`src/rtl/core/crce_ram.sv`:
```
// ----------------------------------------------------------------------------
// crce_ram
// Simple dual-port RAM: one write port, one read port with registered data.
// ----------------------------------------------------------------------------
module crce_ram #(
	parameter int WIDTH = 8,
	parameter int DEPTH = 16
) (
	input  logic                     clk,
	input  logic                     we,
	input  logic [$clog2(DEPTH)-1:0] waddr,
	input  logic [WIDTH-1:0]         wdata,
	input  logic                     re,
	input  logic [$clog2(DEPTH)-1:0] raddr,
	output logic [WIDTH-1:0]         rdata
);
	logic [WIDTH-1:0] mem [DEPTH];

	// Write port
	always_ff @(posedge clk) begin
		if (we) mem[waddr] <= wdata;
	end

	// Registered read port
	always_ff @(posedge clk) begin
		if (re) rdata <= mem[raddr];
	end
endmodule

```
`config.mk`:
```
export PLATFORM = sky130hd
export DESIGN_NAME = crce_ram
export DESIGN_NICKNAME = d
export VERILOG_FILES = /design/src/rtl/core/crce_ram.sv
export SDC_FILE = /design/constraint.sdc
export NUM_CORES = 1
export LEC_CHECK = 0
export ABC_AREA = 1
export BUFFER_PORTS_ARGS = -buffer_cell sky130_fd_sc_hd__buf_4
export CAP_MARGIN = 20
export CORE_MARGIN = 8
export CORE_UTILIZATION = 55
export CTS_CLUSTER_DIAMETER = 60
export DETAILED_ROUTE_END_ITERATION = 7
export GPL_TIMING_DRIVEN = 0
export PLACE_DENSITY = 0.73
export SLEW_MARGIN = 0
export SYNTH_ARGS = -nofsm -noshare
export SYNTH_HDL_FRONTEND = slang
export SYNTH_SLANG_ARGS = --single-unit
export TNS_END_PERCENT = 1
```
`constraint.sdc`:
```
create_clock -name clk -period 1.35 [get_ports clk]
set_input_delay 0.0675 -clock clk [delete_from_list [all_inputs] [get_ports clk]]
set_output_delay 0.0675 -clock clk [all_outputs]
set_load 0.005 [all_outputs]
```
==> results of run 1 <==
## Yosys cell counts
library cell and number:
buf_2 13, edfxtp_1 136, nand3b_1 2, buf_1 1, nand3_1 97, nand2_1 173, buf_4 4, inv_1 100
inv_2 2, buf_6 6, nor2_1 17
## repair_timing
action | 4_1_cts | 5_1_grt
gates resized for setup | 0 | 0
endpoints found under the setup margin | 0 | 0
endpoints found under the hold margin | 136 | 0
hold buffers | 9 | 0
## layout make-up
class	instances	share of cell area [%]
inverters	102	5.66
clock buffers	20	6.29
repair buffers	32	3.88
multi-input cells	289	17.9
well taps	136	2.52
plain buffers	24	2.46
clock inverters	8	0.888
flip-flops and latches	136	60.4
## power breakdown
part           switching [mW]  total, mW  internal (mW)
sequential             0.0224       4.78           4.76
combinational           0.434      0.651          0.217
clock                    1.51       3.87           2.35
total                    1.97       9.30           7.33
## worst max-delay path: stages (launching register included)
cell      delay (ps)
edfxtp_1         370
inv_1             70
nand2_1           50
nand3_1          140
nand3_1           90
nand3_1          140
nand2_1           80
## worst paths after layout
check,startpoint,to,slack (ps)
worst min-delay path,raddr[2],rdata[5],50
worst min register to register,mem[9][7],rdata[7],780
worst max-delay path,mem[10][5],rdata[5],160
worst max register to register,mem[10][5],rdata[5],160
## sequential cells by signal (all words and copies together), names as in the netlist
signal,cells
rdata,8
mem,128
## kinds of logic (layout without fill, tap and decap cells)
family,Yosys count,count (layout),synth area share [%]
and+or+nand+nor,289,289,20.8
DFF,136,136,69.8
buffers and inverters,126,186,9.39
## through the flow
stage	setup TNS (ps)	hold WS, ps	setup WS [ps]	util (%)	instances
5_1_grt	0	82.4	102	65.5	747
3_5_place_dp	-13090	346	-259	60.0	710
3_3_place_gp	-9760	342	-218	60.0	710
6_report	0	54.3	159	65.5	747
4_1_cts	0	37.7	168	65.5	747
2_1_floorplan	0	166	332	-	551
## metal layers
metal  vias to the layer above  track usage, %
li1                       1879               -
met1                      1837            24.7
met2                       221            31.3
met3                        16            5.72
met4                         0            7.11
met5                         -               0
==> results.json, run 1 <==
{
  "status": "finished clean",
  "die_h_microns": 119,
  "mostFrequentLayoutCells": "173 x nand2_1, 136 x edfxtp_1, 100 x inv_1",
  "die_w_microns": 119,
  "cts_tree": "yes",
  "clk-insertion-delay-late_ps": 530,
  "finalClockSkew_ps": 6.58,
  "clkSinkCount": 136,
  "syn_to_final_growth_pct": 15.7,
  "postSynthCellCount": 551,
  "path_max_fanout": 1,
  "htreeDepth": 4,
  "p_per_area_nw_per_um2": 1380,
  "wl_met1_microns": 5500,
  "end_kind": "register",
  "cts_setup_buffers": 0,
  "cp.required_ps": 1620,
  "slew_headroom_pct": 37.8,
  "drtAntennaViolNets": 0,
  "worstPathArrival_ps": 1460,
  "port_buffers": 23,
  "ys_warn_count": 0,
  "num_antenna_cells": 0,
  "period_share_pct": 88.2,
  "finalHoldViolCount": 0,
  "placed_area_sq_um": 6190,
  "netlist.area_leader.share_pct": 69.8,
  "dr.max_layer_used": "met4",
  "p_total_mw": 9.30,
  "post-route-drc-count": 0,
  "stdcell_area_sq_um": 6770,
  "ys_types": 11,
  "final_common_cell": "nand2_1",
  "worstSetupPathType": "reg2reg",
  "first_iter_violations": 411,
  "synth_area_leaders": "edfxtp_1 70%, nand2_1 11%, nand3_1 8.3%, inv_1 6.4%, buf_6 1.2%",
  "seqCellArea_sq_um": 4080,
  "hpwl_microns": 8780,
  "layout.nets": 621,
  "grt_overflow_total": 0,
  "start_util_pct": 56.6,
  "grt_pass1_wl_microns": 20600,
  "worst_r2r_path_depth": 6,
  "track_usage_pct": 19.5,
  "num_io_pins": 27,
  "syn_area_per_cell_sq_um": 10.6,
  "n_fill_cell": 814,
  "synth_seq_cells": 136,
  "yosysTopAreaCell": "edfxtp_1",
  "syn-cell-area_sq_um": 5850,
  "drv_slew": 0,
  "grt_pass1_vias": 3743,
  "vdd_drop_max_v": 0.000921,
  "grt_max_degree": 17,
  "worstMarginPinSlew_ps": 929,
  "start_kind": "register",
  "rsz0062_at_grt": "false",
  "drive_above_1_share_pct": 11.3,
  "hold_depth": 4,
  "hold_class": "in2reg",
  "fmax_ghz": 0.840,
  "setup_viol": 0,
  "avgViaCountPerCell": 5.29,
  "fin_crit_ps": 1190,
  "firstDrtPassIters": 5,
  "routed_wl_microns": 13700,
  "multi_input_area_sq_um": 1210,
  "clockBufferDepth": 2,
  "wl_per_cell_microns": 18.3,
  "syn_nets": 570,
  "met3_length_microns": 1410,
  "gp_congestion": 0.919,
  "antenna_found_initial": 0,
  "die_area_sq_um": 14200,
  "cts_buffers": 17,
  "max-cap-violations": 0,
  "core.rowCount": 37,
  "synth_seq_area_share_pct": 69.8,
  "p_leak_nw": 2.92,
  "clkTransAtPathRegs_ps": 60,
  "core-area_sq_um": 10300,
  "via_count": 3953,
  "wl_met2_microns": 6530,
  "clockRootBuffer": "clkbuf_8"
}
No activity file was read; power rests on OpenSTA's default activity.
==> inputs of run 2 (changes only) <==
Settings changed: CORE_MARGIN 8 to default, SETUP_SLACK_MARGIN from default to 0.05.
==> run 2 against run 1 <==
Via count rose by 3.2%. Register-to-register slack better by 20 ps. Final cell count rose by 0.54%. Critical path type unchanged. Critical endpoint is now rdata[2].
==> results.json, run 2 (synthesis results as in run 1) <==
{
  "power_frac_clock_pct": 46.7,
  "die_h_microns": 105,
  "clockBufferDepth": 2,
  "mostFrequentLayoutCells": "173 x nand2_1, 136 x edfxtp_1, 100 x inv_1",
  "cts_buffers": 17,
  "path_max_fanout": 1,
  "reg_top3": "mem x128, rdata x8",
  "wl_per_cell_microns": 18.5,
  "core-area_sq_um": 10300,
  "p_per_area_nw_per_um2": 1480,
  "drtAntennaViolNets": 0,
  "worst_r2r_path_depth": 6,
  "firstDrtPassIters": 5,
  "max-cap-violations": 0,
  "p_sw_mw": 2.22,
  "rsz0062_at_grt": "false",
  "fin_crit_ps": 1170,
  "layout.nets": 621,
  "slew_headroom_pct": 38.4,
  "regMostFlops": "mem",
  "gp_congestion": 0.903,
  "clk-insertion-delay-late_ps": 520,
  "track_usage_pct": 27.3,
  "stdcell_area_sq_um": 6890,
  "die_w_microns": 105,
  "first_iter_violations": 499,
  "num_antenna_cells": 0,
  "grt_overflow_total": 0,
  "via_count": 4081,
  "grt_pass1_vias": 3974,
  "clkTransAtPathRegs_ps": 60,
  "start_util_pct": 56.6,
  "hold_depth": 4,
  "grt_max_degree": 17,
  "hold_class": "in2reg",
  "p_int_mw": 7.99,
  "avgViaCountPerCell": 5.43,
  "setup_ws_ps": 182,
  "start_kind": "register",
  "clkSinkCount": 136,
  "end_kind": "register",
  "finalClockSkew_ps": 7.80,
  "routed_wl_microns": 13900,
  "drive_above_1_share_pct": 12.7,
  "core.rowCount": 37,
  "die_area_sq_um": 11000,
  "final_common_cell": "nand2_1",
  "post-route-drc-count": 0,
  "p_total_mw": 10.2,
  "pwr-share-seq_pct": 46.8,
  "htreeDepth": 4,
  "cts_tree": "yes",
  "antenna_found_initial": 0,
  "num_io_pins": 27,
  "largest_reg_flops": 128,
  "grt_pass1_wl_microns": 21500,
  "worstSetupPathType": "reg2reg",
  "placed_area_sq_um": 6190,
  "finalHoldViolCount": 0,
  "fin_cells": 751,
  "worstMarginPinSlew_ps": 920,
  "drv_slew": 0,
  "p_leak_nw": 2.98,
  "place_ws_ps": -199,
  "status": "finished clean",
  "worstPathArrival_ps": 1430,
  "cp.required_ps": 1610,
  "hpwl_microns": 8700,
  "finalSetupTns_ps": 0,
  "p_sw_share_pct": 21.8,
  "cts_resized": 0,
  "clockRootBuffer": "clkbuf_8",
  "vdd_drop_max_v": 0.000864,
  "period_share_pct": 86.5,
  "combPwrFrac_pct": 6.4,
  "fmax_ghz": 0.856,
  "port_buffers": 23,
  "dp_cells": 710,
  "syn_to_final_growth_pct": 17.9,
  "setup_viol": 0
}
## run 2: power groups by stage
| stage | combinational, mW | sequential (mW) | clock [mW] |
|---|---|---|---|
| final | 0.658 | 4.78 | 4.77 |
| after global routing | 0.715 | 4.79 | 4.96 |
| after global placement | 0.605 | 4.86 | 0 |
| after CTS | 0.650 | 4.78 | 4.77 |
| after detailed placement | 0.619 | 4.87 | 0 |
| after floorplan | 0.333 | 4.87 | 0 |
## run 2: critical path, stage by stage (launching register included)
cell and delay (ps):
edfxtp_1 370, inv_1 60, nand2_1 50, nand3_1 100, nand3_1 70, nand3_1 140
nand2_1 100
## run 2: cell type report
cell class	count	area, sq um
Clock buffer	18	418
Tap cell	136	170
Inverter	102	383
Buffer	24	166
Sequential cell	136	4080
Timing Repair Buffer	32	263
Fill cell	744	3430
Multi-Input combinational cell	289	1210
Clock inverter	14	196
## run 2: final timing paths
kind,start,endpoint,slack (ps)
setup / recovery,mem[10][2],rdata[2],180
hold / removal,raddr[2],rdata[6],80
setup reg to reg,mem[10][2],rdata[2],180
hold reg to reg,mem[9][7],rdata[7],790
## run 2: routing by layer
layer | wire length (microns) | GRT usage (%)
met1 | 5380 | 36.7
met2 | 6540 | 43.4
met3 | 1640 | 5.80
met4 | 352 | 11.3
met5 | 0 | 0
## run 2: stage by stage
stage | hold WS, ps | util [%]
finish | 81.5 | 66.8
global placement | 341 | 60.0
CTS | 59.9 | 66.8
detailed placement | 344 | 60.0
global route | 89.0 | 66.8
floorplan | 166 | -
## run 2: repair_timing
action	4_1_cts	5_1_grt
setup buffers	0	0
hold endpoints to repair	136	0
hold buffers	9	0
==> inputs of run 3 (changes only) <==
Settings changed: CELL_PAD_IN_SITES_DETAIL_PLACEMENT from default to 0, CELL_PAD_IN_SITES_GLOBAL_PLACEMENT from default to 1, CORE_UTILIZATION 55 to 49, PLACE_DENSITY 0.73 to 0.79.
==> run 3 against run 2 <==
The flow now finishes with violations (design-rule violations). Hold slack got worse by 63 ps. Clock-buffer cell count is 2 higher. Global-route usage decreased by 3.3 points. Cell area fell by 1.3%. Register-to-register slack hardly changed. Sequential power hardly changed. Clock skew down 1.6 ps. Critical path type unchanged. Critical endpoint is now rdata[3]. Highest routed layer unchanged.
==> results.json, run 3 (synthesis results as in run 1) <==
{
  "worst_r2r_path_depth": 6,
  "die_h_microns": 111,
  "max-cap-violations": 0,
  "clk-insertion-delay-late_ps": 420,
  "crit_start": "mem[10][3]",
  "clockRootBuffer": "clkbuf_16",
  "violations": "design-rule violations",
  "die_area_sq_um": 12400,
  "n_fill_cell": 957,
  "cts_resized": 0,
  "core.rowCount": 39,
  "final_common_cell": "nand2_1",
  "track_usage_pct": 24.0,
  "grt_max_degree": 17,
  "place_ws_ps": -227,
  "clkTransAtPathRegs_ps": 50,
  "gp_congestion": 0.836,
  "drtAntennaViolNets": 0,
  "post-route-drc-count": 2,
  "grt_overflow_total": 0,
  "power_frac_clock_pct": 45.2,
  "cts_setup_buffers": 0,
  "hold_buffers": 4,
  "drive_above_1_share_pct": 11.7,
  "slew_headroom_pct": 32.0,
  "via_count": 3847,
  "antenna_found_initial": 0,
  "die_w_microns": 111,
  "clkSinkCount": 136,
  "grt_pass1_vias": 3642,
  "fmax_ghz": 0.853,
  "combPwrFrac_pct": 6.4,
  "whs_ps": 18.8,
  "layout.nets": 616,
  "grt_pass1_wl_microns": 20800,
  "cts_buffers": 17,
  "cts_tree": "yes",
  "num_io_pins": 27,
  "status": "complete, but fails checks",
  "hpwl_microns": 8900,
  "num_antenna_cells": 0,
  "worstPathArrival_ps": 1330,
  "start_kind": "register",
  "cp.required_ps": 1510,
  "r2r_slack_ps": 180,
  "p_per_area_nw_per_um2": 1450,
  "r2r_end": "rdata[3]",
  "fin_crit_ps": 1170,
  "clockBufferDepth": 2,
  "p_leak_nw": 2.93,
  "path_max_fanout": 1,
  "p_sw_share_pct": 20.9,
  "drv_slew": 0,
  "syn_to_final_growth_pct": 16.4,
  "end_kind": "register",
  "first_iter_violations": 316,
  "post-route-util_pct": 59.1,
  "port_buffers": 23,
  "htreeDepth": 4,
  "rsz0062_at_grt": "false",
  "p_int_mw": 7.82,
  "finalHoldViolCount": 0,
  "setup_ws_ps": 178,
  "vdd_drop_max_v": 0.000696,
  "avgViaCountPerCell": 5.12,
  "setup_viol": 0,
  "core-area_sq_um": 11500,
  "start_util_pct": 50.8,
  "reg_top3": "mem x128, rdata x8",
  "mostFrequentLayoutCells": "173 x nand2_1, 136 x edfxtp_1, 100 x inv_1",
  "worstReg2RegStart": "mem[10][3]",
  "routed_wl_microns": 13700,
  "firstDrtPassIters": 7,
  "finalClockSkew_ps": 6.19,
  "period_share_pct": 86.8,
  "worstMarginPinSlew_ps": 1020,
  "largest_reg_flops": 128,
  "crit_end": "rdata[3]",
  "hold_class": "in2reg",
  "pwr-share-seq_pct": 48.3,
  "p_sw_mw": 2.07,
  "wl_per_cell_microns": 18.3,
  "worstSetupPathType": "reg2reg",
  "regMostFlops": "mem"
}
run 3: changes by cell type in the layout (fill, tap and decap cells not counted):
cell	change
bufinv_16	-1
clkinvlp_4	-1
clkbuf_8	-1
clkbuf_1	+2
dlygate4sd3_1	-5
inv_6	-2
clkinv_4	-3
clkbuf_16	+1
clkinv_1	+4
run 3: layout make-up:
type	instances	area, sq um	share of cell area (%)
Timing Repair Buffer	27	213	3.13
Multi-Input combinational cell	289	1210	17.8
Clock buffer	20	437	6.42
Buffer	24	166	2.45
Tap cell	143	179	2.63
Clock inverter	11	130	1.91
Sequential cell	136	4080	60.0
Inverter	102	383	5.63
run 3: worst min-delay path by stage:
stage / from / to / cells after the start
4_1_cts: wdata[6] / mem[2][6] / 1
3_5_place_dp: re / rdata[3] / 1
3_3_place_gp: re / rdata[0] / 1
2_1_floorplan: wdata[0] / mem[0][0] / 0
5_1_grt: wdata[6] / mem[13][6] / 1
6_report: wdata[6] / mem[10][6] / 1
run 3: metal layers:
metal	part of all wire [%]	vias up	global-route usage, %	wire [microns]
met5	0	-	0	0
met4	2.9	0	11.7	401
met3	8.5	35	6.45	1170
met2	44	164	34.5	6040
met1	45	1771	33.7	6140
li1	-	1877	-	-
run 3: critical path: stages (launching register included):
cell and delay, ps:
edfxtp_1 360, nand2_1 70, nand2_1 50, nand2_1 120, nand3_1 90, nand3_1 130
nand2_1 90
run 3: through the flow:
step	std cells	cell area, sq um	TNS (ps)	total power, mW
after floorplan	551	5850	0	5.20
after detailed placement	717	6200	-13340	5.49
final	752	6810	0	9.89
after global placement	717	6200	-11960	5.48
after CTS	752	6810	0	9.92
after global routing	752	6810	0	10.2
run 3: power groups by stage:
stage | clock [mW] | combinational [mW] | sequential, mW
after floorplan | 0 | 0.333 | 4.87
after global placement | 0 | 0.615 | 4.87
after detailed placement | 0 | 0.625 | 4.87
after CTS | 4.50 | 0.637 | 4.78
after global routing | 4.68 | 0.700 | 4.79
final | 4.47 | 0.638 | 4.78
