<file path="config.mk">
export PLATFORM = sky130hd
export DESIGN_NAME = crce_mod_unit
export DESIGN_NICKNAME = d
export VERILOG_FILES = /design/src/rtl/core/crce_pkg.sv /design/src/rtl/core/crce_mod_unit.sv
export SDC_FILE = /design/constraint.sdc
export NUM_CORES = 1
export LEC_CHECK = 0
export BUFFER_PORTS_ARGS = -buffer_cell sky130_fd_sc_hd__buf_2
export CAP_MARGIN = 20
export CORE_ASPECT_RATIO = 1.2
export CORE_UTILIZATION = 50
export DETAILED_ROUTE_END_ITERATION = 8
export HOLD_SLACK_MARGIN = 0.02
export PLACE_DENSITY = 0.78
export RECOVER_POWER = 100
export SLEW_MARGIN = 20
export SYNTH_ARGS = -nofsm -noshare
export SYNTH_HDL_FRONTEND = slang
export SYNTH_SLANG_ARGS = --single-unit
export TNS_END_PERCENT = 50
</file>
<file path="constraint.sdc">
create_clock -name clk -period 2 [get_ports clk]
set_clock_uncertainty 0.05 [all_clocks]
set_input_delay 0.1 -clock clk [delete_from_list [all_inputs] [get_ports clk]]
set_output_delay 0.1 -clock clk [all_outputs]
set_load 0.005 [all_outputs]
</file>
<file path="src/rtl/core/crce_pkg.sv">
// ----------------------------------------------------------------------------
// crce_pkg
// Shared widths, codes, types and helper functions of the CLOCK evictor
// with per-slot reference counters.
// ----------------------------------------------------------------------------
package crce_pkg;

	// Table geometry
	localparam int MAX_DEVICES      = 4;
	localparam int SLOTS_PER_DEVICE = 1024;
	localparam int REF_CEILING      = 8;
	localparam int TABLE_DEPTH      = MAX_DEVICES * SLOTS_PER_DEVICE;
	localparam int IDX_W            = $clog2(TABLE_DEPTH);

	// Field widths
	localparam int DEV_W      = 2;
	localparam int SLOT_W     = 10;
	localparam int SLOT_CNT_W = 11;
	localparam int ARM_DEV_W  = 3;
	localparam int DEVCNT_W   = 3;
	localparam int REFS_W     = 4;
	localparam int LUN_W      = 8;
	localparam int FRAG_W     = 24;
	localparam int TOTAL_W    = 13;
	localparam int COUNT_W    = 13;
	localparam int STATUS_W   = 2;
	localparam int STEPS_W    = TOTAL_W + $clog2(REF_CEILING + 1);
	localparam int MAP_W      = LUN_W + FRAG_W;

	// Configuration port
	localparam int CFG_ADDR_W = 3;
	localparam int CFG_DATA_W = 13;

	localparam logic [CFG_ADDR_W-1:0] CFG_DEVICE_COUNT = 3'd0;
	localparam logic [CFG_ADDR_W-1:0] CFG_FRAGS_DEV0   = 3'd1;
	localparam logic [CFG_ADDR_W-1:0] CFG_FRAGS_DEV1   = 3'd2;
	localparam logic [CFG_ADDR_W-1:0] CFG_FRAGS_DEV2   = 3'd3;
	localparam logic [CFG_ADDR_W-1:0] CFG_FRAGS_DEV3   = 3'd4;
	localparam logic [CFG_ADDR_W-1:0] CFG_TOTAL_FRAGS  = 3'd5;

	// Request function codes
	localparam logic FUNC_EVICT = 1'b0;
	localparam logic FUNC_WRITE = 1'b1;

	typedef enum logic [STATUS_W-1:0] {
		STATUS_EVICTED = 2'd0,
		STATUS_NONE    = 2'd1,
		STATUS_WRITTEN = 2'd2
	} status_t;

	typedef enum logic [3:0] {
		ST_CLEAR,
		ST_IDLE,
		ST_WR_READ,
		ST_WR_UPDATE,
		ST_STEP,
		ST_MOD_WAIT,
		ST_EVAL,
		ST_DONE
	} state_t;

	// Per-slot marks kept in the flag table
	typedef struct packed {
		logic              in_use;
		logic              busy;
		logic [REFS_W-1:0] refs;
	} flags_t;

	localparam int FLAGS_W = $bits(flags_t);

	typedef struct packed {
		logic              func;
		logic [DEV_W-1:0]  dev_sel;
		logic [SLOT_W-1:0] slot_sel;
		logic              in_use;
		logic              busy_req;
		logic [REFS_W-1:0] ref_count;
		logic [LUN_W-1:0]  lun_index;
		logic [FRAG_W-1:0] mapped_frag;
	} item_t;

	typedef struct packed {
		status_t           status;
		logic [DEV_W-1:0]  victim_dev;
		logic [SLOT_W-1:0] victim_slot;
		logic [LUN_W-1:0]  victim_lun;
		logic [FRAG_W-1:0] victim_frag;
	} result_t;

	// Remainder unit control and status
	typedef struct packed {
		logic                  start;
		logic [SLOT_W-1:0]     dividend;
		logic [SLOT_CNT_W-1:0] divisor;
	} mod_req_t;

	typedef struct packed {
		logic busy;
		logic done;
	} mod_stat_t;

	// Devices actually swept
	function automatic logic [DEVCNT_W-1:0] eff_devices(logic [DEVCNT_W-1:0] dc);
		return (dc > DEVCNT_W'(MAX_DEVICES)) ? DEVCNT_W'(MAX_DEVICES) : dc;
	endfunction

	// Slot count of a device, clamped to the table
	function automatic logic [SLOT_CNT_W-1:0] clamp_slots(logic [SLOT_CNT_W-1:0] v);
		return (v > SLOT_CNT_W'(SLOTS_PER_DEVICE)) ? SLOT_CNT_W'(SLOTS_PER_DEVICE) : v;
	endfunction

	// Arm device modulo the device count (count of one to four)
	function automatic logic [DEV_W-1:0] dev_mod(logic [ARM_DEV_W-1:0] a,
			logic [DEVCNT_W-1:0] n);
		logic [ARM_DEV_W-1:0] r;
		r = a;
		unique case (n)
			3'd1: r = '0;
			3'd2: r = {2'b00, a[0]};
			3'd3: begin
				if (r >= 3'd3) r = r - 3'd3;
				if (r >= 3'd3) r = r - 3'd3;
			end
			3'd4: r = {1'b0, a[1:0]};
			default: r = '0;
		endcase
		return r[DEV_W-1:0];
	endfunction

endpackage

</file>
<file path="src/rtl/core/crce_mod_unit.sv">
// ----------------------------------------------------------------------------
// crce_mod_unit
// Restoring remainder unit: slot number modulo a device slot count,
// one quotient bit per cycle.
// ----------------------------------------------------------------------------
module crce_mod_unit (
	input  logic                          clk,
	input  logic                          arst_n,
	input  crce_pkg::mod_req_t            req,
	output crce_pkg::mod_stat_t           stat,
	output logic [crce_pkg::SLOT_W-1:0]   rem
);
	import crce_pkg::*;

	localparam int CNT_W = $clog2(SLOT_W + 1);

	logic                  busy_q;
	logic                  done_q;
	logic [CNT_W-1:0]      cnt_q;
	logic [SLOT_W-1:0]     rem_q;
	logic [SLOT_W-1:0]     dvd_q;
	logic [SLOT_CNT_W-1:0] dsr_q;
	logic [SLOT_W:0]       trial;

	// Shift in the next dividend bit
	assign trial = {rem_q, dvd_q[SLOT_W-1]};

	// Control: count down the dividend bits
	always_ff @(posedge clk or negedge arst_n) begin
		if (!arst_n) begin
			busy_q <= 1'b0;
			done_q <= 1'b0;
			cnt_q  <= '0;
		end else if (req.start && !busy_q) begin
			busy_q <= 1'b1;
			done_q <= 1'b0;
			cnt_q  <= CNT_W'(SLOT_W);
		end else if (busy_q) begin
			cnt_q <= cnt_q - CNT_W'(1);
			if (cnt_q == CNT_W'(1)) begin
				busy_q <= 1'b0;
				done_q <= 1'b1;
			end
		end
	end

	// Datapath: compare and subtract once per cycle
	always_ff @(posedge clk) begin
		if (req.start && !busy_q) begin
			rem_q <= '0;
			dvd_q <= req.dividend;
			dsr_q <= req.divisor;
		end else if (busy_q) begin
			dvd_q <= {dvd_q[SLOT_W-2:0], 1'b0};
			if (trial >= dsr_q) rem_q <= SLOT_W'(trial - dsr_q);
			else                rem_q <= trial[SLOT_W-1:0];
		end
	end

	assign stat.busy = busy_q;
	assign stat.done = done_q;
	assign rem       = rem_q;
endmodule

</file>
==> results by stage, run 1 <==
Global route:
- The initial antenna violation count was 0.
- Global routing used 28.9% of the available met1 tracks.
- The busiest metal layer after global routing is met2.
- The total congestion overflow is 0.
- Global routing consumed, over all layers together, 24.1% of the routing resources.
- Global routing consumed, on the met3 layer, 5.88% of the routing resources.
- For met2 alone, demand over resource in global routing was 39.6%.
- The via count of the first global-routing pass came to 1,694.
- The first-pass GRT wire length is 7590 um.
- Entering global routing, the biggest net connects 23 pins.

Final layout:
- Leaving out fill and tap cells, the most frequent cells in the layout are sky130_fd_sc_hd__buf_2 (33), sky130_fd_sc_hd__edfxtp_1 (21), sky130_fd_sc_hd__buf_4 (19).
- The count of filler cells inserted in the layout is 318.
- The area added between synthesis and finish is 34.3%.
- The net total in the final layout is 299.
- The post-layout instance area is 2770 um^2.
- The final antenna diode count is 0.
- The proportion of layout cells with a drive suffix above 1 is 35.9%.
- Leaving out fill and tap cells, the most frequent cell in the layout is sky130_fd_sc_hd__buf_2.

Critical path:
- Counting cells, the worst reg-to-reg path comes to 9.
- The end of the worst register-to-register path is rem[2].
- Of all nets on the critical path, the largest fanout is 5.
- The setup path with the least slack is of type reg -> reg.
- The worst endpoint data arrival time is 2.29 ns.
- Walking the worst path, the cells encountered are inv_2 > ha_4 > nor2b_4 > o31ai_4 > a31o_4 > a41oi_4 > buf_6 > or3_1 > a32o_1.
- The startpoint of the worst setup timing path is dsr_q[1].
- The number of buffers and inverters on the critical path is 2.
- The critical path capture point type is a register.
- The slowest stage cell on the critical path is sky130_fd_sc_hd__edfxtp_1.
- The dominant delay contributor by cell family on the critical path is compound AO/OA/AOI/OAI gates.
- The slack of the worst reg-to-reg path is -0.15 ns.
- The total number of cells along the worst setup path is 9.
- The worst setup path is launched from a register.
- The worst register-to-register path begins at dsr_q[1].
- In this design, the stage delay of the slowest critical-path cell is 0.38 ns.
- The most critical setup path has its endpoint at rem[2].
- At the worst endpoint, the required time is 2.14 ns.

Pwr:
- Net switching is 36.7% of the power.
- The part of the total power dissipated in sequential elements is 29.9%.
- The relative contribution of combinational cells to total power is 55.4%.
- The share of power burned in the clock network is 14.7%.
- The power density over the cells is 1580 nW/um^2.
- VDD sags by at most 0.692 mV.
- Summed over all cells, the static leakage comes to 1.20 nW.
- The power after layout is 0.00436 W.
- Summed over all nets, the switching power comes to 0.00160 W.
- The internal power of the cells totals 0.00276 W.

Route:
- The starting DRC count in detailed routing is 51.
- The post-detailed-route via-to-cell ratio is 5.29.
- Dividing the detail-routed wire length by the instance count gives 14.6 um.
- The first detailed-routing pass took 4 iterations.
- The routed design has 4610 um of wire.
- For this run, design rule violations remaining after detail routing come to 0.
- Detailed routing inserted a total of 1,673 vias.
- The remaining number of nets flagged by the antenna check after routing is 0.

Synthesis:
- After synthesis, flip-flops and latches occupy 47.6% of the total area.
- In the synthesized netlist, the number of instances is 184.
- The synthesized netlist occupies a cell area of 2060 um^2.
- The register bit total from synthesis is 37.
- Synthesis instantiated 46 different standard cells from the library.
- The top flip-flop cell by instance count after synthesis is sky130_fd_sc_hd__edfxtp_1.
- After synthesis, the mean cell area works out to 11.2 um^2.
- The number of enable-type register cells in the synthesized netlist is 21.
- Counting every net in the synthesized netlist gives 222.
- Of all flip-flops after synthesis, the portion carrying an async set or reset was 16.2%.
- The synthesis warning total is 0.

Timing:
- The period utilization is 108%.
- The summed negative setup slack over all endpoints is -0.585 ns.
- The upper clock frequency limit is 465 MHz.
- At the pin with the least slew margin, the transition time is 0.549 ns.
- Across all setup checks in the final design, the least slack found is -0.150 ns.
- The time the final worst path needs with I/O delays and setup is 2.15 ns.
- The final number of setup-violating endpoints is 9.
- The relative slew slack is 63.4%.
- Setup repair after global routing could not meet its margin everywhere.
- The worst hold slack after final layout is 0.0244 ns.
- The number of pins exceeding their max-slew limit in the final report is 0.
- The number of hold-slack violations in the final timing report is 0.

Floorplanning:
- The number of primary I/O pins is 36.
- The horizontal extent of the die is 60.6 um.
- The initial utilization of the core area, before any placement, comes to 52.3%.
- The number of standard-cell rows in the floorplan is 25.
- In this run the vertical extent of the chip is 72.3 um.
- The placeable core region is 3940 um^2.
- The area of the die is 4380 um^2.

Clock network:
- The maximum root-to-sink buffer count is 2.
- The root buffer cell chosen for the clock tree is sky130_fd_sc_hd__clkbuf_8.
- TritonCTS built the clock tree.
- Counting the buffers created by CTS gives 5.
- The clock transition at the register clock pins on the worst setup and hold paths after CTS is 0.07 ns.
- The total number of clock tree sinks is 37.
- The clock tree synthesis step divided the H-tree into 2 levels.
- The later pin in the worst-skew pair is clocked with a latency of 0.30 ns.

Placed design:
- Detailed placement finished with a half-perimeter wire length of 3210 um.
- The routability congestion estimate is 0.881.
- Buffers placed on the I/O ports in this run total 35.
- The placement-stage cell area is 2500 um^2.

Job:
- The reported max-cap violation count is 0.

Run status:
- The run finished, with violations left.
- The checks that failed: setup timing.

Worst hold path:
- The class of the most critical hold timing path is in -> reg.
## metrics by stage
| stage | utilization (%) | cells | worst slack (ns) |
|---|---|---|---|
| finish | 70.2 | 316 | -0.150 |
| floorplan | - | 184 | -0.105 |
| CTS | 70.8 | 316 | -0.143 |
| global placement | 63.3 | 293 | -0.197 |
| global route | 70.2 | 316 | -0.224 |
| detailed placement | 63.3 | 293 | -0.209 |
## worst min path at each step
stage	start	to	slack (ns)	cells after the start
final	req[21]	done_q	0.02	2
after global routing	req[21]	done_q	0.04	2
after CTS	req[21]	done_q	0.03	2
after detailed placement	arst_n	done_q	-0.12	1
after global placement	arst_n	cnt_q[0]	-0.12	1
after floorplan	arst_n	busy_q	-0.25	0
## routing by layer
metal | routed length, um | part of all wire (%)
met5 | 0 | 0
met3 | 151 | 3.3
met1 | 1940 | 42
met2 | 2360 | 51
met4 | 153 | 3.3
## registers in the layout, indices dropped and copies added (netlist names)
name    flops
busy_q      1
cnt_q       4
done_q      1
dsr_q      11
dvd_q      10
rem        10
## area by class of cell
cell class	count	area, um^2	share of cell area (%)
clock buffer	5	68.8	2.49
clock inverter	3	41.3	1.49
inverter	17	63.8	2.31
multi-input combinational	120	1010	36.7
sequential	37	981	35.5
tap	54	67.6	2.44
timing repair buffer	80	528	19.1
## cell usage after synthesis (all sizes together), types with 3 or more instances
library cell | instances | area, um^2
a21oi | 8 | 40.0
a31o | 3 | 35.0
and2 | 3 | 18.8
buf | 8 | 68.8
dfrtp | 6 | 150
dfxtp | 10 | 200
edfxtp | 21 | 631
ha | 13 | 163
inv | 17 | 63.8
mux2 | 9 | 101
nand2 | 18 | 67.6
nor2 | 5 | 18.8
nor2b | 3 | 26.3
nor3 | 6 | 30.0
o211ai | 9 | 72.6
o21ai | 7 | 35.0
o31ai | 3 | 27.5
xnor2 | 6 | 52.6
xor2 | 3 | 26.3
## cells by family after synthesis
group                      count (synthesis)  synth area share (%)
DFF                                       37                  47.6
buffers and inverters                     27                  7.05
AOI/OAI and AO/OA                         45                  17.4
xor gates and xnor gates                   9                  3.83
muxes                                      9                  4.92
and+or+nand+nor                           43                  10.3
adders and majority gates                 14                  8.87
## worst reg2reg max path, delay by kind of cell, from the launching register on
kind	cells	cell delay, ns
and+or+nand+nor	2	0.43
adders and majority gates	1	0.20
AOI/OAI and AO/OA	4	0.75
buffers and inverters	2	0.24
DFF	1	0.38
## repair_timing
item	4_1_cts	5_1_grt
hold endpoints to repair	18	0
setup buffers	2	0
pin swaps	5	3
resized for setup	9	3
setup endpoints to repair	10	10
hold buffers	13	0
## power by group through the flow
stage / Clock, W / Sequential (W) / Combinational, W
2_1_floorplan: 0 / 0.00132 / 0.00154
3_3_place_gp: 0 / 0.00131 / 0.00223
6_report: 0.000642 / 0.00130 / 0.00242
3_5_place_dp: 0 / 0.00132 / 0.00231
4_1_cts: 0.000651 / 0.00131 / 0.00244
5_1_grt: 0.000678 / 0.00133 / 0.00264
Power figures use the tool's default switching activity.
==> run 2: changes to the inputs <==
--- a/config.mk
+++ b/config.mk
@@ -7,11 +7,13 @@
 export LEC_CHECK = 0
 export BUFFER_PORTS_ARGS = -buffer_cell sky130_fd_sc_hd__buf_2
 export CAP_MARGIN = 20
+export CELL_PAD_IN_SITES_DETAIL_PLACEMENT = 2
+export CELL_PAD_IN_SITES_GLOBAL_PLACEMENT = 2
 export CORE_ASPECT_RATIO = 1.2
-export CORE_UTILIZATION = 50
+export CORE_UTILIZATION = 32
 export DETAILED_ROUTE_END_ITERATION = 8
 export HOLD_SLACK_MARGIN = 0.02
-export PLACE_DENSITY = 0.78
+export PLACE_DENSITY = 0.77
 export RECOVER_POWER = 100
 export SLEW_MARGIN = 20
 export SYNTH_ARGS = -nofsm -noshare
==> run 2 against run 1 <==
Effect of this change:
- the run still ends with setup timing left
- clock power grew 23%
- highest routed layer unchanged
- sequential share of layout area is 0.68 points lower
- utilization fell by 24 points
- combinational power is 7% higher
- critical path type unchanged
- count of clock-buffer cells in the layout unchanged
- global-route usage fell by 1.7 points
- critical path depth is the same
- power rose by 8.9%
==> results by stage, run 2 (same netlist as run 1, synthesis figures left out) <==
Pwr:
- The worst vdd rail ir drop is 0.789 mV (+14%).
- The leakage component of the power is 1.18 nW (-1.4%).
- The power density over the cells came to 1680 nW/um^2 (+6.8%).

Global route:
- The total congestion overflow is 0 (unchanged).
- The first-pass GRT wire length is 11,000 um (+44%).
- The busiest metal layer after global routing is met2.
- The via count of the first global-routing pass is 2,025 (+20%).
- The maximum number of pins on one net before global-route repair is 19 (-17%).
- The global-route met2 utilization is 41.0% (+1.4 points).
- The met1 routing resource usage after global routing was 24.7% (-4.2 points).
- The met3 usage in global routing is 3.48% (-2.4 points).
- The combined global-route utilization of all metal layers is 22.4% (-1.7 points).
- The initial antenna violation count is 0 (unchanged).

Floorplanning:
- The area of the die is 6760 um^2 (+54%).
- The die height is 89.9 um (+24%).
- The placeable core region was 6130 um^2 (+55%).
- The horizontal extent of the die is 75.2 um (+24%).
- The number of standard-cell rows in the floorplan is 31 (+24%).
- The number of primary I/O pins is 36 (unchanged).
- The initial core utilization is 33.6% (-19 points).

Clock network:
- The total clock buffers created by CTS is 5 (unchanged).
- TritonCTS built the clock tree.
- The number of H-tree levels is 2 (unchanged).
- The total number of clock tree sinks is 37 (unchanged).
- The clock transition at the register clock pins on the worst setup and hold paths after CTS is 0.09 ns (+0.02 ns).
- The maximum root-to-sink buffer count is 2 (unchanged).
- The root cell of the clock tree is sky130_fd_sc_hd__clkbuf_8.
- The clock latency on the worst-skew pair is 0.30 ns (about the same).

Route:
- The post-detailed-route via-to-cell ratio was 5.17 (-2.3%).
- The count of TritonRoute iterations in the first routing pass came to 4 (unchanged).
- The total vias in the final route is 1,763 (+5.4%).
- The starting DRC count in detailed routing is 35 (-31%).
- The wire length per cell after detailed routing is 20.1 um (+38%).
- The remaining number of nets flagged by the antenna check after routing is 0 (unchanged).
- The DRC violations left was 0 (unchanged).
- The total wire length after detailed routing is 6850 um (+49%).

Timing:
- The number of pins exceeding their max-slew limit in the final report is 0 (unchanged).
- The number of hold-slack violations in the final timing report is 0 (unchanged).
- The period utilization is 111% (+3.3 points).
- The time the final worst path needs with I/O delays and setup came to 2.22 ns (+0.0657 ns).
- The worst path setup slack after routing is -0.216 ns (-0.0657 ns).
- The final number of setup-violating endpoints was 10 (+1).
- Setup repair after global routing could not meet its margin everywhere.
- The relative slew slack came to 63.7% (+0.34 points).
- The upper clock frequency limit is 451 MHz (-3.0%).
- The actual transition at the worst max-transition pin came to 0.544 ns (-0.00517 ns).

Critical path:
- The end of the worst register-to-register path is rem[2].
- The critical path class is reg -> reg.
- The peak fanout along the critical path is 7 (+2).
- The element type at the critical path start is a register.
- The required time at the endpoint of the critical path came to 2.15 ns (about the same).
- The worst endpoint data arrival time came to 2.37 ns (+0.08 ns).
- The worst setup path is captured at a register.
- The number of cell instances on the worst register-to-register path is 9 (unchanged).
- The slack of the worst reg-to-reg path is -0.22 ns (-0.07 ns).
- The startpoint of the worst register-to-register path is dsr_q[5].

Run status:
- The final reports fail on setup timing.
- The run finished, with violations left.

Final layout:
- Counting flops per register, the top entry is dsr_q.
- The flip-flop count of the largest register after layout was 11 (unchanged).
- The final design utilization came to 46.0% (-24 points).
- The net total in the final layout is 296 (-1.0%).
- The final instance count without filler cells is 341 (+7.9%).
- The area added between synthesis and finish is 36.9%.
- The count of filler cells inserted in the layout is 678 (+110%).
- The final antenna diode count is 0 (unchanged).
- The library cell used most frequently in the layout, excluding fill and tap cells, is sky130_fd_sc_hd__buf_2.
- Leaving out fill and tap cells, the most frequent cells in the layout are sky130_fd_sc_hd__buf_2 (31), sky130_fd_sc_hd__edfxtp_1 (21), sky130_fd_sc_hd__nand2_1 (18), sky130_fd_sc_hd__buf_4 (18), sky130_fd_sc_hd__clkbuf_1 (14).
- The proportion of layout cells with a drive suffix above 1 is 37.1% (+1.2 points).

Job:
- The reported max-cap violation count is 0 (unchanged).

Placed design:
- The number of placed instances, taps included is 319 (+8.9%).
- The count of port buffers added during placement is 35 (unchanged).
- The routability congestion estimate was 0.831 (-5.7%).
- The final HPWL from detailed placement came to 4470 um (+39%).

Worst hold path:
- The cell depth of the worst min-delay path came to 2 (unchanged).
- In this run the most critical hold path is launched from req[11].
- The endpoint of the worst hold-timing path is dvd_q[0].
- The min-delay analysis places its worst path in the category in -> reg.
-- run 2: changes by cell type in the layout (fill, tap and decap cells not counted), sizes merged --
cell,delta
bufinv,+1
dlygate4sd3,-1
clkinvlp,-1
buf,-5
clkbuf,+3
-- run 2: metrics by stage --
step           hold slack, ns  setup slack [ns]  setup TNS, ns  cell area [um^2]  power (W)
2_1_floorplan          -0.246            -0.105         -0.442              2100    0.00286
4_1_cts                0.0298            -0.196         -0.816              2850    0.00475
5_1_grt                0.0375            -0.267          -1.83              2820    0.00504
3_3_place_gp           -0.118            -0.203          -1.51              2500    0.00355
3_5_place_dp           -0.115            -0.265          -2.12              2500    0.00372
6_report               0.0369            -0.216          -1.19              2820    0.00475
-- run 2: worst max-delay path by stage --
stage              to  slack, ns  startpoint  depth (start not counted)
2_1_floorplan  rem[2]      -0.11    dsr_q[1]                          9
3_3_place_gp   rem[0]      -0.20    dsr_q[1]                          8
3_5_place_dp   rem[6]      -0.27    dvd_q[9]                         10
4_1_cts        rem[2]      -0.20    dsr_q[5]                          9
5_1_grt        rem[2]      -0.27    dsr_q[1]                          9
6_report       rem[2]      -0.22    dsr_q[5]                          9
-- run 2: report_power, final --
part	internal (W)	switching [W]	total, W
Sequential	0.00113	0.000223	0.00136
Combinational	0.00127	0.00133	0.00260
Clock	0.000496	0.000296	0.000792
Total	0.00290	0.00185	0.00475
-- run 2: layer usage --
layer  share of wire (%)  vias up  wire [um]
li1                    -      810          -
met1                  38      890       2630
met2                  55       43       3780
met3                 2.4       20        163
met4                 4.0        0        276
met5                   0        -          0
-- run 2: layout make-up --
type	instances	area (um^2)	area share [%]
flip-flops and latches	37	981	34.8
clock buffers	5	68.8	2.44
clock inverters	3	65.1	2.31
repair buffers	77	479	17.0
multi-input cells	120	1060	37.6
well taps	82	103	3.64
inverters	17	63.8	2.26
-- run 2: worst max-delay path, cell delays in order, from the launching register on --
cell,delay (ns)
sky130_fd_sc_hd__edfxtp_1,0.41
sky130_fd_sc_hd__inv_2,0.10
sky130_fd_sc_hd__ha_4,0.20
sky130_fd_sc_hd__o21a_1,0.18
sky130_fd_sc_hd__o211ai_2,0.21
sky130_fd_sc_hd__a31o_4,0.16
sky130_fd_sc_hd__a41oi_4,0.12
sky130_fd_sc_hd__buf_6,0.17
sky130_fd_sc_hd__or3_1,0.30
sky130_fd_sc_hd__a32o_1,0.22
-- run 2: what timing repair did --
action	4_1_cts	5_1_grt
pin swaps	10	5
gates resized for setup	19	3
hold buffers	12	0
hold endpoints to repair	17	0
endpoints found under the setup margin	10	10
setup buffers	1	1
==> run 3: changes to the inputs <==
--- a/config.mk
+++ b/config.mk
@@ -10,11 +10,11 @@
 export CELL_PAD_IN_SITES_DETAIL_PLACEMENT = 2
 export CELL_PAD_IN_SITES_GLOBAL_PLACEMENT = 2
 export CORE_ASPECT_RATIO = 1.2
-export CORE_UTILIZATION = 32
+export CORE_UTILIZATION = 36
 export DETAILED_ROUTE_END_ITERATION = 8
 export HOLD_SLACK_MARGIN = 0.02
-export PLACE_DENSITY = 0.77
-export RECOVER_POWER = 100
+export PLACE_DENSITY = 0.82
+export RECOVER_POWER = 25
 export SLEW_MARGIN = 20
 export SYNTH_ARGS = -nofsm -noshare
 export SYNTH_HDL_FRONTEND = slang
==> constraint.sdc (replaced) <==
create_clock -name clk -period 2.5 [get_ports clk]
set_clock_uncertainty 0.05 [all_clocks]
set_input_delay 0.125 -clock clk [delete_from_list [all_inputs] [get_ports clk]]
set_output_delay 0.125 -clock clk [all_outputs]
set_load 0.005 [all_outputs]
==> run 3 against run 2 <==
Effect of this change:
- the flow now finishes without violations
- utilization fell by 0.083 points
- combinational power decreased by 38%
- die area is 11% lower
- cell area down 12%
- fmax is 5.8% lower
- power is 35% lower
- routed wire length fell by 24%
- non-clock buffer count down 24
- via count fell by 11%
- count of clock-buffer cells in the layout grew 1
- sequential power is 21% lower
- critical endpoint is now rem[9]
- highest routed layer unchanged
==> results by stage, run 3 (same netlist as run 1, synthesis figures left out) <==
Clock network:
- The number of H-tree levels is 2 (unchanged).
- The setup fix buffers added after clock tree synthesis is 0 (-1).
- The root cell of the clock tree is sky130_fd_sc_hd__clkbuf_8.
- The TritonCTS clock tree is built.
- The maximum root-to-sink buffer count is 2 (unchanged).
- The total clock buffers created by CTS came to 5 (unchanged).
- The clock latency on the worst-skew pair is 0.29 ns (about the same).
- The clock transition at the register clock pins on the worst setup and hold paths after CTS is 0.07 ns (-0.02 ns).
- The total number of clock tree sinks is 37 (unchanged).

Pwr:
- The power density over the cells is 1240 nW/um^2 (-26%).
- The worst vdd rail ir drop is 0.461 mV (-42%).
- The leakage component of the power is 1.09 nW (-7.9%).

Critical path:
- The worst setup path is captured at a register.
- The required time at the endpoint of the critical path is 2.64 ns (+0.49 ns).
- The worst endpoint data arrival time was 2.49 ns (+0.12 ns).
- The slack of the worst reg-to-reg path came to 0.15 ns (+0.36 ns).
- The critical path class is reg -> reg.
- The peak fanout along the critical path is 8 (+1).
- STA classifies the critical path startpoint as a register.

Placed design:
- The routability congestion estimate is 0.854 (+2.7%).
- The final HPWL from detailed placement was 3830 um (-14%).
- The placement-stage cell area is 2280 um^2 (-9.0%).
- The worst slack at placement came to 0.124 ns (+0.389 ns).
- The number of placed instances, taps included is 277 (-13%).
- The count of port buffers added during placement is 35 (unchanged).

Global route:
- The first-pass GRT wire length is 8650 um (-21%).
- The total congestion overflow is 0 (unchanged).
- The combined global-route utilization of all metal layers came to 19.1% (-3.3 points).
- The via count of the first global-routing pass is 1,756 (-13%).
- The initial antenna violation count came to 0 (unchanged).
- The maximum number of pins on one net before global-route repair is 30 (+11).

Final layout:
- The flip-flop count of the largest register after layout is 11 (unchanged).
- The register bank with the most flops is dsr_q.
- The final instance count without filler cells is 297 (-13%).
- The proportion of layout cells with a drive suffix above 1 is 28.1% (-9.0 points).
- The final design utilization is 45.9% (-0.083 points).
- The area added between synthesis and finish is 20.5%.
- The net total in the final layout is 272 (-8.1%).
- Leaving out fill and tap cells, the most frequent cell in the layout is sky130_fd_sc_hd__buf_2.
- The post-layout instance area was 2480 um^2 (-12%).
- Leaving out fill and tap cells, the most frequent cells in the layout are sky130_fd_sc_hd__buf_2 (34), sky130_fd_sc_hd__edfxtp_1 (21), sky130_fd_sc_hd__nand2_1 (18).
- The final antenna diode count is 0 (unchanged).

Timing:
- The number of hold-slack violations in the final timing report is 0 (unchanged).
- Setup repair after global routing left no endpoint under its margin.
- The worst path setup slack after routing is 0.148 ns (+0.364 ns).
- The actual transition at the worst max-transition pin is 0.744 ns (+0.200 ns).
- The time the final worst path needs with I/O delays and setup is 2.35 ns (+0.136 ns).
- The number of pins exceeding their max-slew limit in the final report is 0 (unchanged).
- The upper clock frequency limit is 425 MHz (-5.8%).
- The period utilization came to 94.1% (-17 points).
- The relative slew slack is 50.2% (-14 points).
- The final number of setup-violating endpoints is 0 (-10).
- The summed negative setup slack over all endpoints is 0 ns (+1.19 ns).

Route:
- The routed length on met2 is 2860 um (-24%).
- The met1 wire length is 2140 um (-19%).
- The post-detailed-route via-to-cell ratio is 5.31 (+2.6%).
- The DRC violations left was 0 (unchanged).
- The wire length on met3 is 131 um (-20%).
- The total vias in the final route is 1,576 (-11%).
- The wire length per cell after detailed routing is 17.6 um (-12%).
- The starting DRC count in detailed routing is 55 (+57%).
- The remaining number of nets flagged by the antenna check after routing came to 0 (unchanged).
- The count of TritonRoute iterations in the first routing pass is 5 (+1).
- The total wire length after detailed routing is 5220 um (-24%).
- The highest layer touched by signal routing is met4.

Job:
- The reported max-cap violation count is 0 (unchanged).

Floorplanning:
- The placeable core region is 5410 um^2 (-12%).
- The initial core utilization is 38.1% (+4.5 points).
- The area of the die came to 6030 um^2 (-11%).
- The die height is 84.9 um (-5.6%).
- The number of standard-cell rows in the floorplan is 29 (-6.5%).
- The horizontal extent of the die is 71.0 um (-5.6%).
- The number of primary I/O pins came to 36 (unchanged).

Worst hold path:
- The class of the most critical hold timing path is in -> reg.

Run status:
- The run finished with clean final reports.
## run 3: changes by cell type in the layout (fill, tap and decap cells not counted), sizes merged
cell | before | now
clkbuf | 20 | 7
buf | 50 | 40
bufinv | 2 | 0
clkinv | 1 | 2
## run 3: timing repair
item	CTS	global route
hold buffers	12	0
resized for setup	0	1
endpoints found under the setup margin	0	2
endpoints found under the hold margin	17	0
## run 3: final timing paths
| path | depth (start not counted) | end | from |
|---|---|---|---|
| setup / recovery | 8 | rem[9] | dsr_q[1] |
| hold / removal | 2 | dvd_q[0] | req[11] |
| setup reg to reg | 8 | rem[9] | dsr_q[1] |
| hold reg to reg | 1 | rem[9] | rem[9] |
| max in group asynchronous | 2 | busy_q | arst_n |
| min in group asynchronous | 2 | done_q | arst_n |
## run 3: where the power goes
part / internal, W / switching, W
clock: 0.000193 / 0.000209
sequential: 0.000906 / 0.000165
combinational: 0.000765 / 0.000839
total: 0.00186 / 0.00121
## run 3: area by class of cell
cell class / count / area [um^2]
tap: 62 / 77.6
multi-input combinational: 120 / 938
inverter: 17 / 63.8
fill: 578 / 2920
sequential: 37 / 981
clock buffer: 6 / 72.6
timing repair buffer: 53 / 339
clock inverter: 2 / 10.0
## run 3: routing by layer
metal  track usage, %  vias to the layer above
li1                 -                      759
met1             21.7                      777
met2             35.0                       30
met3             4.16                       10
met4             6.73                        0
met5                0                        -
## run 3: through the flow
| step | hold slack, ns | power, W |
|---|---|---|
| 6_report | 0.0573 | 0.00308 |
| 5_1_grt | 0.0545 | 0.00333 |
| 4_1_cts | 0.0501 | 0.00310 |
| 3_5_place_dp | -0.0892 | 0.00266 |
| 3_3_place_gp | -0.0939 | 0.00259 |
| 2_1_floorplan | -0.221 | 0.00223 |
## run 3: critical path, cell delays in order, from the launching register on
cell and delay, ns:
sky130_fd_sc_hd__edfxtp_1 0.37, sky130_fd_sc_hd__inv_1 0.10, sky130_fd_sc_hd__ha_1 0.26, sky130_fd_sc_hd__nor2b_4 0.14, sky130_fd_sc_hd__o31ai_2 0.24, sky130_fd_sc_hd__a31o_4 0.22
sky130_fd_sc_hd__a41oi_4 0.17, sky130_fd_sc_hd__or3_2 0.45, sky130_fd_sc_hd__a32o_1 0.25
